==> config.mk <==
export PLATFORM = sky130hd
export DESIGN_NAME = pooled_doubly_linked_list
export DESIGN_NICKNAME = d
export VERILOG_FILES = /design/src/rtl/pdll_pkg.sv /design/src/rtl/pooled_doubly_linked_list.sv /design/src/rtl/pdll_store.sv /design/src/rtl/pdll_ctrl.sv
export SDC_FILE = /design/constraint.sdc
export NUM_CORES = 2
export LEC_CHECK = 0
export ABC_AREA = 1
export BUFFER_PORTS_ARGS = -buffer_cell sky130_fd_sc_hd__buf_2
export CAP_MARGIN = 10
export CORE_MARGIN = 1.5
export CORE_UTILIZATION = 43
export CTS_BUF_LIST = sky130_fd_sc_hd__clkbuf_8 sky130_fd_sc_hd__clkbuf_16
export CTS_CLUSTER_DIAMETER = 120
export DETAILED_ROUTE_END_ITERATION = 8
export PLACE_DENSITY_LB_ADDON = 0.2
export SYNTH_ARGS = -nofsm -noshare
export SYNTH_HDL_FRONTEND = slang
export SYNTH_SLANG_ARGS = --single-unit
==> constraint.sdc <==
create_clock -name aclk -period 6 [get_ports aclk]
set_input_delay 0.6 -clock aclk [delete_from_list [all_inputs] [get_ports aclk]]
set_output_delay 0.6 -clock aclk [all_outputs]
set_load 0.05 [all_outputs]
==> src/rtl/pdll_pkg.sv <==
// ----------------------------------------------------------------------------
// pdll_pkg
// Shared types and constants for the pooled doubly linked list: beat
// structs, operation and status codes, and the store interface structs.
// ----------------------------------------------------------------------------
package pdll_pkg;

    // pool geometry and storage width
    localparam int POOL_SLOTS  = 32;
    localparam int VALUE_WIDTH = 32;
    localparam int SLOT_W      = $clog2(POOL_SLOTS);

    // fixed field widths of the beats
    localparam int FIELD_W    = 32;
    localparam int SLOT_IDX_W = 5;

    typedef logic [SLOT_W-1:0]             slot_t;
    typedef logic signed [VALUE_WIDTH-1:0] value_t;

    // request kinds
    typedef enum logic [1:0] {
        KIND_APPEND = 2'd0,
        KIND_INSERT = 2'd1,
        KIND_DELETE = 2'd2,
        KIND_WALK   = 2'd3
    } kind_t;

    // result status codes
    typedef enum logic [1:0] {
        ST_OK       = 2'd0,
        ST_FULL     = 2'd1,
        ST_NOTFOUND = 2'd2,
        ST_EMPTY    = 2'd3
    } status_t;

    // input beat
    typedef struct packed {
        kind_t                     kind;
        logic signed [FIELD_W-1:0] key;
        logic signed [FIELD_W-1:0] new_value;
    } in_beat_t;

    // result beat
    typedef struct packed {
        status_t                   status;
        logic signed [FIELD_W-1:0] item_value;
        logic [SLOT_IDX_W-1:0]     slot_index;
        logic [SLOT_IDX_W-1:0]     entry_count;
        logic                      last;
    } out_beat_t;

    // store access from the sequencer
    typedef struct packed {
        slot_t  rd_addr;
        logic   val_we;
        slot_t  val_addr;
        value_t val_data;
        logic   nxt_we;
        slot_t  nxt_addr;
        slot_t  nxt_data;
        logic   prv_we;
        slot_t  prv_addr;
        slot_t  prv_data;
    } mem_req_t;

    // registered read data of the store
    typedef struct packed {
        value_t val;
        slot_t  nxt;
        slot_t  prv;
    } mem_rd_t;

endpackage

==> src/rtl/pooled_doubly_linked_list.sv <==
// ----------------------------------------------------------------------------
// pooled_doubly_linked_list
// Doubly linked list of signed values in a fixed slot pool, with append,
// insert after key, delete key and walk requests, each answered by status
// beats.
//
//   channel  dir  ports                        beat
//   s_       in   s_valid s_ready s_data       one request (in_beat_t)
//   m_       out  m_valid m_ready m_data       one result  (out_beat_t)
//
// One request at a time; s_ready is high only while the sequencer idles.
// Key search does a registered store read and a compare per node visited;
// the free-slot scan after append/insert looks at up to 31 slots. Walk reads
// each node and emits it as one beat. aresetn resets state, head, tail, free,
// count, pool-full, the slot-used bits and m_valid; the memories keep data.
// A stalled m_ready holds the sequencer in its emit step once the output
// register is full; a request's final beat parks there and s_ready returns.
// ----------------------------------------------------------------------------
module pooled_doubly_linked_list (
    input  logic                aclk,
    input  logic                aresetn,
    input  logic                s_valid,
    output logic                s_ready,
    input  pdll_pkg::in_beat_t  s_data,
    output logic                m_valid,
    input  logic                m_ready,
    output pdll_pkg::out_beat_t m_data
);
    import pdll_pkg::*;

    logic      res_valid;
    logic      res_ready;
    out_beat_t res_beat;
    mem_req_t  mem_req;
    mem_rd_t   mem_rd;

    logic      m_valid_reg, m_valid_next;
    out_beat_t m_data_reg, m_data_next;

    pdll_ctrl u_ctrl (
        .aclk      (aclk),
        .aresetn   (aresetn),
        .req_valid (s_valid),
        .req_ready (s_ready),
        .req_beat  (s_data),
        .res_valid (res_valid),
        .res_ready (res_ready),
        .res_beat  (res_beat),
        .mem_req   (mem_req),
        .mem_rd    (mem_rd)
    );

    pdll_store u_store (
        .aclk    (aclk),
        .mem_req (mem_req),
        .mem_rd  (mem_rd)
    );

    // output register
    assign res_ready = !m_valid_reg || m_ready;

    always_comb begin
        m_valid_next = m_valid_reg;
        m_data_next  = m_data_reg;
        if (res_ready) begin
            m_valid_next = res_valid;
            m_data_next  = res_beat;
        end
    end

    always_ff @(posedge aclk) begin
        if (!aresetn) begin
            m_valid_reg <= 1'b0;
        end else begin
            m_valid_reg <= m_valid_next;
        end
    end

    always_ff @(posedge aclk) begin
        m_data_reg <= m_data_next;
    end

    assign m_valid = m_valid_reg;
    assign m_data  = m_data_reg;

endmodule

==> src/rtl/pdll_store.sv <==
// ----------------------------------------------------------------------------
// pdll_store
// Node storage: value, next link and previous link memories, each with
// one write port and a registered read at a shared address.
// ----------------------------------------------------------------------------
module pdll_store (
    input  logic               aclk,
    input  pdll_pkg::mem_req_t mem_req,
    output pdll_pkg::mem_rd_t  mem_rd
);
    import pdll_pkg::*;

    value_t val_mem [POOL_SLOTS];
    slot_t  nxt_mem [POOL_SLOTS];
    slot_t  prv_mem [POOL_SLOTS];

    // writes
    always_ff @(posedge aclk) begin
        if (mem_req.val_we) begin
            val_mem[mem_req.val_addr] <= mem_req.val_data;
        end
        if (mem_req.nxt_we) begin
            nxt_mem[mem_req.nxt_addr] <= mem_req.nxt_data;
        end
        if (mem_req.prv_we) begin
            prv_mem[mem_req.prv_addr] <= mem_req.prv_data;
        end
    end

    // registered read, one node per cycle
    always_ff @(posedge aclk) begin
        mem_rd.val <= val_mem[mem_req.rd_addr];
        mem_rd.nxt <= nxt_mem[mem_req.rd_addr];
        mem_rd.prv <= prv_mem[mem_req.rd_addr];
    end

endmodule

==> src/rtl/pdll_ctrl.sv <==
// ----------------------------------------------------------------------------
// pdll_ctrl
// Sequencer for the list: key search over the links, node linking and
// unlinking, circular free-slot scan and the walk, one request at a time.
// ----------------------------------------------------------------------------
module pdll_ctrl (
    input  logic                aclk,
    input  logic                aresetn,
    input  logic                req_valid,
    output logic                req_ready,
    input  pdll_pkg::in_beat_t  req_beat,
    output logic                res_valid,
    input  logic                res_ready,
    output pdll_pkg::out_beat_t res_beat,
    output pdll_pkg::mem_req_t  mem_req,
    input  pdll_pkg::mem_rd_t   mem_rd
);
    import pdll_pkg::*;

    typedef enum logic [11:0] {
        S_IDLE     = 12'b0000_0000_0001,
        S_FIND_RD  = 12'b0000_0000_0010,
        S_FIND_CHK = 12'b0000_0000_0100,
        S_APP_A    = 12'b0000_0000_1000,
        S_APP_B    = 12'b0000_0001_0000,
        S_INS_A    = 12'b0000_0010_0000,
        S_INS_B    = 12'b0000_0100_0000,
        S_DEL      = 12'b0000_1000_0000,
        S_SCAN     = 12'b0001_0000_0000,
        S_WALK_RD  = 12'b0010_0000_0000,
        S_WALK_GET = 12'b0100_0000_0000,
        S_EMIT     = 12'b1000_0000_0000
    } state_t;

    localparam slot_t LAST_SLOT  = SLOT_W'(POOL_SLOTS - 1);
    localparam slot_t SCAN_LIMIT = SLOT_W'(POOL_SLOTS - 2);
    localparam slot_t SLOT_NULL  = '0;
    localparam slot_t SLOT_ONE   = SLOT_W'(1);

    // control state
    state_t                  state_reg, state_next;
    slot_t                   head_reg, head_next;
    slot_t                   tail_reg, tail_next;
    slot_t                   free_reg, free_next;
    logic                    full_reg, full_next;
    slot_t                   count_reg, count_next;
    logic [POOL_SLOTS-1:0]   used_reg, used_next;

    // working registers
    kind_t   op_reg, op_next;
    value_t  key_reg, key_next;
    value_t  nv_reg, nv_next;
    slot_t   cur_reg, cur_next;
    slot_t   cnt_reg, cnt_next;
    slot_t   tgt_reg, tgt_next;
    slot_t   p_reg, p_next;
    slot_t   q_reg, q_next;
    slot_t   nxt_reg, nxt_next;
    status_t res_status_reg, res_status_next;
    value_t  res_value_reg, res_value_next;
    slot_t   res_slot_reg, res_slot_next;
    logic    res_last_reg, res_last_next;

    // shared unit: key compare and circular slot step
    logic  key_hit;
    slot_t cand;

    assign key_hit = (mem_rd.val == key_reg);
    assign cand    = (cur_reg == LAST_SLOT) ? SLOT_ONE : cur_reg + SLOT_ONE;

    assign req_ready = (state_reg == S_IDLE);
    assign res_valid = (state_reg == S_EMIT);

    // result beat
    always_comb begin
        res_beat.status      = res_status_reg;
        res_beat.item_value  = FIELD_W'(res_value_reg);
        res_beat.slot_index  = SLOT_IDX_W'(res_slot_reg);
        res_beat.entry_count = SLOT_IDX_W'(count_reg);
        res_beat.last        = res_last_reg;
    end

    // sequencer
    always_comb begin
        state_next      = state_reg;
        head_next       = head_reg;
        tail_next       = tail_reg;
        free_next       = free_reg;
        full_next       = full_reg;
        count_next      = count_reg;
        used_next       = used_reg;
        op_next         = op_reg;
        key_next        = key_reg;
        nv_next         = nv_reg;
        cur_next        = cur_reg;
        cnt_next        = cnt_reg;
        tgt_next        = tgt_reg;
        p_next          = p_reg;
        q_next          = q_reg;
        nxt_next        = nxt_reg;
        res_status_next = res_status_reg;
        res_value_next  = res_value_reg;
        res_slot_next   = res_slot_reg;
        res_last_next   = res_last_reg;

        mem_req          = '0;
        mem_req.rd_addr  = cur_reg;

        unique case (state_reg)
            S_IDLE: begin
                res_status_next = ST_OK;
                res_value_next  = '0;
                res_slot_next   = SLOT_NULL;
                res_last_next   = 1'b1;
                cur_next        = head_reg;
                cnt_next        = SLOT_NULL;
                if (req_valid) begin
                    op_next  = req_beat.kind;
                    key_next = value_t'(req_beat.key);
                    nv_next  = value_t'(req_beat.new_value);
                    unique case (req_beat.kind)
                        KIND_APPEND: begin
                            if (full_reg) begin
                                res_status_next = ST_FULL;
                                state_next      = S_EMIT;
                            end else begin
                                state_next = S_APP_A;
                            end
                        end
                        KIND_INSERT: begin
                            if (full_reg) begin
                                res_status_next = ST_FULL;
                                state_next      = S_EMIT;
                            end else if (head_reg == SLOT_NULL) begin
                                res_status_next = ST_NOTFOUND;
                                state_next      = S_EMIT;
                            end else begin
                                state_next = S_FIND_RD;
                            end
                        end
                        KIND_DELETE: begin
                            if (head_reg == SLOT_NULL) begin
                                res_status_next = ST_EMPTY;
                                state_next      = S_EMIT;
                            end else begin
                                state_next = S_FIND_RD;
                            end
                        end
                        KIND_WALK: begin
                            if (head_reg == SLOT_NULL) begin
                                res_status_next = ST_EMPTY;
                                state_next      = S_EMIT;
                            end else begin
                                state_next = S_WALK_RD;
                            end
                        end
                        default: state_next = S_IDLE;
                    endcase
                end
            end

            // read the node under test
            S_FIND_RD: begin
                state_next = S_FIND_CHK;
            end

            // compare its value with the key, else follow the next link or report not found at the end
            S_FIND_CHK: begin
                if (key_hit) begin
                    tgt_next = cur_reg;
                    p_next   = mem_rd.prv;
                    q_next   = mem_rd.nxt;
                    if (op_reg == KIND_DELETE) begin
                        state_next = S_DEL;
                    end else if (cur_reg == tail_reg) begin
                        state_next = S_APP_A;
                    end else begin
                        state_next = S_INS_A;
                    end
                end else if (mem_rd.nxt == SLOT_NULL || cnt_reg == LAST_SLOT) begin
                    res_status_next = ST_NOTFOUND;
                    state_next      = S_EMIT;
                end else begin
                    cur_next   = mem_rd.nxt;
                    cnt_next   = cnt_reg + SLOT_ONE;
                    state_next = S_FIND_RD;
                end
            end

            // append: value, back link, old tail forward link
            S_APP_A: begin
                mem_req.val_we   = 1'b1;
                mem_req.val_addr = free_reg;
                mem_req.val_data = nv_reg;
                mem_req.prv_we   = 1'b1;
                mem_req.prv_addr = free_reg;
                mem_req.prv_data = (head_reg == SLOT_NULL) ? SLOT_NULL : tail_reg;
                if (head_reg != SLOT_NULL) begin
                    mem_req.nxt_we   = 1'b1;
                    mem_req.nxt_addr = tail_reg;
                    mem_req.nxt_data = free_reg;
                end
                state_next = S_APP_B;
            end

            // append: terminate new node, move tail
            S_APP_B: begin
                mem_req.nxt_we   = 1'b1;
                mem_req.nxt_addr = free_reg;
                mem_req.nxt_data = SLOT_NULL;
                used_next[free_reg] = 1'b1;
                if (head_reg == SLOT_NULL) begin
                    head_next = free_reg;
                end
                tail_next     = free_reg;
                count_next    = count_reg + SLOT_ONE;
                res_slot_next = free_reg;
                cur_next      = free_reg;
                cnt_next      = SLOT_NULL;
                state_next    = S_SCAN;
            end

            // insert: fill the new node between target and its successor
            S_INS_A: begin
                mem_req.val_we   = 1'b1;
                mem_req.val_addr = free_reg;
                mem_req.val_data = nv_reg;
                mem_req.prv_we   = 1'b1;
                mem_req.prv_addr = free_reg;
                mem_req.prv_data = tgt_reg;
                mem_req.nxt_we   = 1'b1;
                mem_req.nxt_addr = free_reg;
                mem_req.nxt_data = q_reg;
                state_next       = S_INS_B;
            end

            // insert: relink neighbours to the new node
            S_INS_B: begin
                mem_req.prv_we   = 1'b1;
                mem_req.prv_addr = q_reg;
                mem_req.prv_data = free_reg;
                mem_req.nxt_we   = 1'b1;
                mem_req.nxt_addr = tgt_reg;
                mem_req.nxt_data = free_reg;
                used_next[free_reg] = 1'b1;
                count_next    = count_reg + SLOT_ONE;
                res_slot_next = free_reg;
                cur_next      = free_reg;
                cnt_next      = SLOT_NULL;
                state_next    = S_SCAN;
            end

            // delete: unlink the node and release its slot
            S_DEL: begin
                if (p_reg == SLOT_NULL) begin
                    head_next = q_reg;
                end else begin
                    mem_req.nxt_we   = 1'b1;
                    mem_req.nxt_addr = p_reg;
                    mem_req.nxt_data = q_reg;
                end
                if (q_reg == SLOT_NULL) begin
                    tail_next = p_reg;
                end else begin
                    mem_req.prv_we   = 1'b1;
                    mem_req.prv_addr = q_reg;
                    mem_req.prv_data = p_reg;
                end
                used_next[tgt_reg] = 1'b0;
                count_next         = count_reg - SLOT_ONE;
                if (full_reg) begin
                    full_next = 1'b0;
                    free_next = tgt_reg;
                end
                res_slot_next = tgt_reg;
                state_next    = S_EMIT;
            end

            // circular free-slot scan, one slot per cycle
            S_SCAN: begin
                cur_next = cand;
                cnt_next = cnt_reg + SLOT_ONE;
                if (!used_reg[cand]) begin
                    free_next  = cand;
                    state_next = S_EMIT;
                end else if (cnt_reg == SCAN_LIMIT) begin
                    full_next  = 1'b1;
                    state_next = S_EMIT;
                end
            end

            // walk: read the current node
            S_WALK_RD: begin
                state_next = S_WALK_GET;
            end

            // walk: capture value and link for the beat
            S_WALK_GET: begin
                res_status_next = ST_OK;
                res_value_next  = mem_rd.val;
                res_slot_next   = cur_reg;
                res_last_next   = (mem_rd.nxt == SLOT_NULL) || (cnt_reg == SCAN_LIMIT);
                nxt_next        = mem_rd.nxt;
                state_next      = S_EMIT;
            end

            // hand the beat over, then finish or continue the walk
            S_EMIT: begin
                if (res_ready) begin
                    if (res_last_reg) begin
                        state_next = S_IDLE;
                    end else begin
                        cur_next   = nxt_reg;
                        cnt_next   = cnt_reg + SLOT_ONE;
                        state_next = S_WALK_RD;
                    end
                end
            end

            default: state_next = S_IDLE;
        endcase
    end

    // control registers
    always_ff @(posedge aclk) begin
        if (!aresetn) begin
            state_reg <= S_IDLE;
            head_reg  <= SLOT_NULL;
            tail_reg  <= SLOT_NULL;
            free_reg  <= SLOT_ONE;
            full_reg  <= 1'b0;
            count_reg <= SLOT_NULL;
            used_reg  <= '0;
        end else begin
            state_reg <= state_next;
            head_reg  <= head_next;
            tail_reg  <= tail_next;
            free_reg  <= free_next;
            full_reg  <= full_next;
            count_reg <= count_next;
            used_reg  <= used_next;
        end
    end

    // working registers
    always_ff @(posedge aclk) begin
        op_reg         <= op_next;
        key_reg        <= key_next;
        nv_reg         <= nv_next;
        cur_reg        <= cur_next;
        cnt_reg        <= cnt_next;
        tgt_reg        <= tgt_next;
        p_reg          <= p_next;
        q_reg          <= q_next;
        nxt_reg        <= nxt_next;
        res_status_reg <= res_status_next;
        res_value_reg  <= res_value_next;
        res_slot_reg   <= res_slot_next;
        res_last_reg   <= res_last_next;
    end

endmodule
==> results.json <==
{
  "synth_edf_count": 1525,
  "synth_area_um2": 64700,
  "synth_ff_type": "edfxtp_1",
  "cts_hold_buffers": 62,
  "postSynth.asyncResetShare": 0,
  "worstSetupPathType": "reg -> reg",
  "io_buffers": 116,
  "yosys.area_share.simple": 0.0908,
  "cp-start-kind": "register",
  "drt_iter0_drc": 4935,
  "p_switching_mw": 10.9,
  "post-route-min-period_ps": 4230,
  "maxSlewHeadroom": 0.167,
  "io_pins": 117,
  "rsz0062_at_grt": "false",
  "ant_nets": 0,
  "fill_cells": 13000,
  "p_seq_frac": 0.415,
  "grt_use_total": 0.244,
  "synth-adder-area-share": 0.00186,
  "yosys-mux-area-fraction": 0,
  "synthDominantCellAreaShare": 0.708,
  "drc": 0,
  "crit_arrival_ps": 4820,
  "yosysTopAreaCell": "edfxtp_1",
  "grt-ovfl-total": 0,
  "largest_register_ffs": 1024,
  "pwr-share-comb": 0.264,
  "crit_path_max_incr_delay_ps": 940,
  "hp-class": "in -> reg",
  "cts_tree": "done",
  "setup_viol": 0,
  "via_per_inst": 5.84,
  "crit_chain": "buf_4 -> inv_16 -> buf_4 -> o21ai_0 -> o22ai_1 -> nor2_1 -> nor2_1 -> o21ai_0 -> a21oi_1",
  "cap_violations": 0,
  "cts.clk_slew.worst_paths_ps": 60,
  "synthCells": 4988,
  "grt_pass1_wl_mm": 274,
  "clock_power_share": 0.320,
  "ys_ff_latch": 1633,
  "multi_input_area_um2": 14900,
  "die_w_um": 391,
  "initial_core_util": 0.433,
  "worst-path-buf-inv": 3,
  "synth_most_common_cell": "edfxtp_1",
  "clock_latency_ps": 810,
  "synth_top_family_by_area": "compound AO/OA/AOI/OAI gates",
  "fp.dieArea_um2": 153000,
  "synth-compound-area-share": 0.128,
  "critPathTopFamily": "buffers and inverters",
  "swShare": 0.342,
  "yosysWarnings": 0,
  "met3_usage": 0.0520,
  "p_total_mw": 31.9,
  "ys_seq_area_frac": 0.741,
  "internal_power_mw": 21.0,
  "use_met1": 0.345,
  "cts_buffers": 171,
  "largest_registers": "u_store.val_mem (1024), u_store.nxt_mem (160), u_store.prv_mem (160)",
  "grt_pass1_vias": 40400,
  "avgSynthCellArea_um2": 13.0,
  "grt_max_degree": 215,
  "cts_max_path_buffers": 3,
  "slowest_stage": "a21oi_1",
  "htree_levels": 4,
  "syn2layout_area_growth_pct": 13.8,
  "cts_setup_buffers": 0,
  "firstDrtPassIters": 6,
  "busiest_layer": "met2",
  "hold_viol": 0,
  "regMostFlops": "u_store.val_mem",
  "detail_route.wirelength_mm": 189,
  "yosys-top-cells-area": "edfxtp_1, o21ai_0, nor2_1",
  "rrSetupSlack_ps": 1770,
  "antenna_cells": 0,
  "nNetsFinal": 5197,
  "register_area_um2": 48000,
  "antenna_found_initial": 11,
  "synth_cell_type_count": 54,
  "die_h_um": 391,
  "drive_gt1_frac": 0.109,
  "rows": 142,
  "setup_tns_ps": 0,
  "vias": 42500,
  "fmax_mhz": 236,
  "endpoint_kind": "register",
  "leakage_nw": 27.6,
  "drv_slew": 0,
  "ir_drop_uv": 327,
  "cp_max_fo": 164,
  "core_um2": 150000,
  "p_per_area_nw_per_um2": 433,
  "required_ps": 6580,
  "tightestPinTransition_ps": 1250,
  "yosys-top-cells-count": "edfxtp_1, nor2_1, o21ai_0, o221ai_1, clkbuf_1",
  "clock_skew_ps": 31.4,
  "synth_xor_area_frac": 0.00487,
  "cts_root_buf": "clkbuf_16",
  "period_share": 0.706,
  "status": "completed",
  "cts.repair.resized": 0,
  "cts.sinks": 1633,
  "wl_per_cell_um": 26.0,
  "syn_nets": 5067,
  "whs_ps": 52.3,
  "dp_hpwl_mm": 101,
  "grt_util_met2": 0.379,
  "place_congestion": 0.914
}
==> cells in the final DEF (no fill, tap or decap), drive strengths merged, types with 5 or more instances in the layout <==
master       netlist  final
nor2            1015   1015
o21ai            817    817
nand3b             7      7
edfxtp          1525   1525
bufinv             0      8
o221ai           257    257
buf              108    215
nor4               6      6
a211oi             8      8
o2111ai            5      5
a22oi             19     19
a21oi             75     75
a31oi             68     68
xnor2             27     27
o21bai             5      5
inv              202    252
nand3            156    156
nand4             16     16
clkinv             5     75
o22ai             95     95
nand2            186    186
nor3              26     26
o211a             13     13
xor2               9      9
ha                 8      8
dfxtp            108    108
clkbuf           212    187
dlygate4sd3        0     62
==> cell families (layout without fill, tap and decap cells) <==
| group | count (synthesis) | after routing |
|---|---|---|
| xor+xnor | 36 | 36 |
| fa+ha+maj | 9 | 9 |
| compound gates | 1366 | 1366 |
| buf+inv | 527 | 801 |
| simple gates | 1417 | 1417 |
| flops | 1633 | 1633 |
==> per-stage QoR <==
stage                     std cells  instance area [um2]  worst slack (ps)  utilization
after floorplan                4988                64700              1870            -
after detailed placement       6898                67600              2070        0.452
after CTS                      7277                73700              2030        0.492
final                          7278                73700              1770        0.492
after global routing           7278                73700              1650        0.492
after global placement         6898                67600              2060        0.452
==> metal layers <==
layer,routed length (um),vias up,part of all wire
li1,-,18900,-
met1,80400,21300,0.42
met2,86300,2044,0.46
met3,17600,305,0.093
met4,5180,6,0.027
met5,38,-,0.00020
==> layout make-up <==
| class | instances | share of cell area |
|---|---|---|
| flip-flops and latches | 1633 | 0.651 |
| repair buffers | 277 | 0.0275 |
| clock inverters | 130 | 0.0119 |
| well taps | 2016 | 0.0342 |
| clock buffers | 187 | 0.0614 |
| multi-input cells | 2828 | 0.203 |
| inverters | 207 | 0.0111 |
==> worst paths after layout <==
check                                       start                 end  cells past startpoint
worst max-delay path            u_ctrl.cur_reg[0]  u_store.mem_rd[19]                      9
worst min-delay path                   s_data[20]   u_ctrl.nv_reg[20]                      1
worst max register to register  u_ctrl.cur_reg[0]  u_store.mem_rd[19]                      9
worst min register to register  u_store.mem_rd[2]     u_ctrl.p_reg[2]                      0
==> power groups by stage <==
stage	Sequential (mW)	Combinational, mW	Clock, mW
after global placement	13.5	8.26	0
after floorplan	13.6	5.26	0
after detailed placement	13.5	8.28	0
after global routing	13.3	9.13	10.8
after CTS	13.2	8.34	10.3
final	13.2	8.43	10.2
Note: power is estimated with default switching activity, not from simulation.
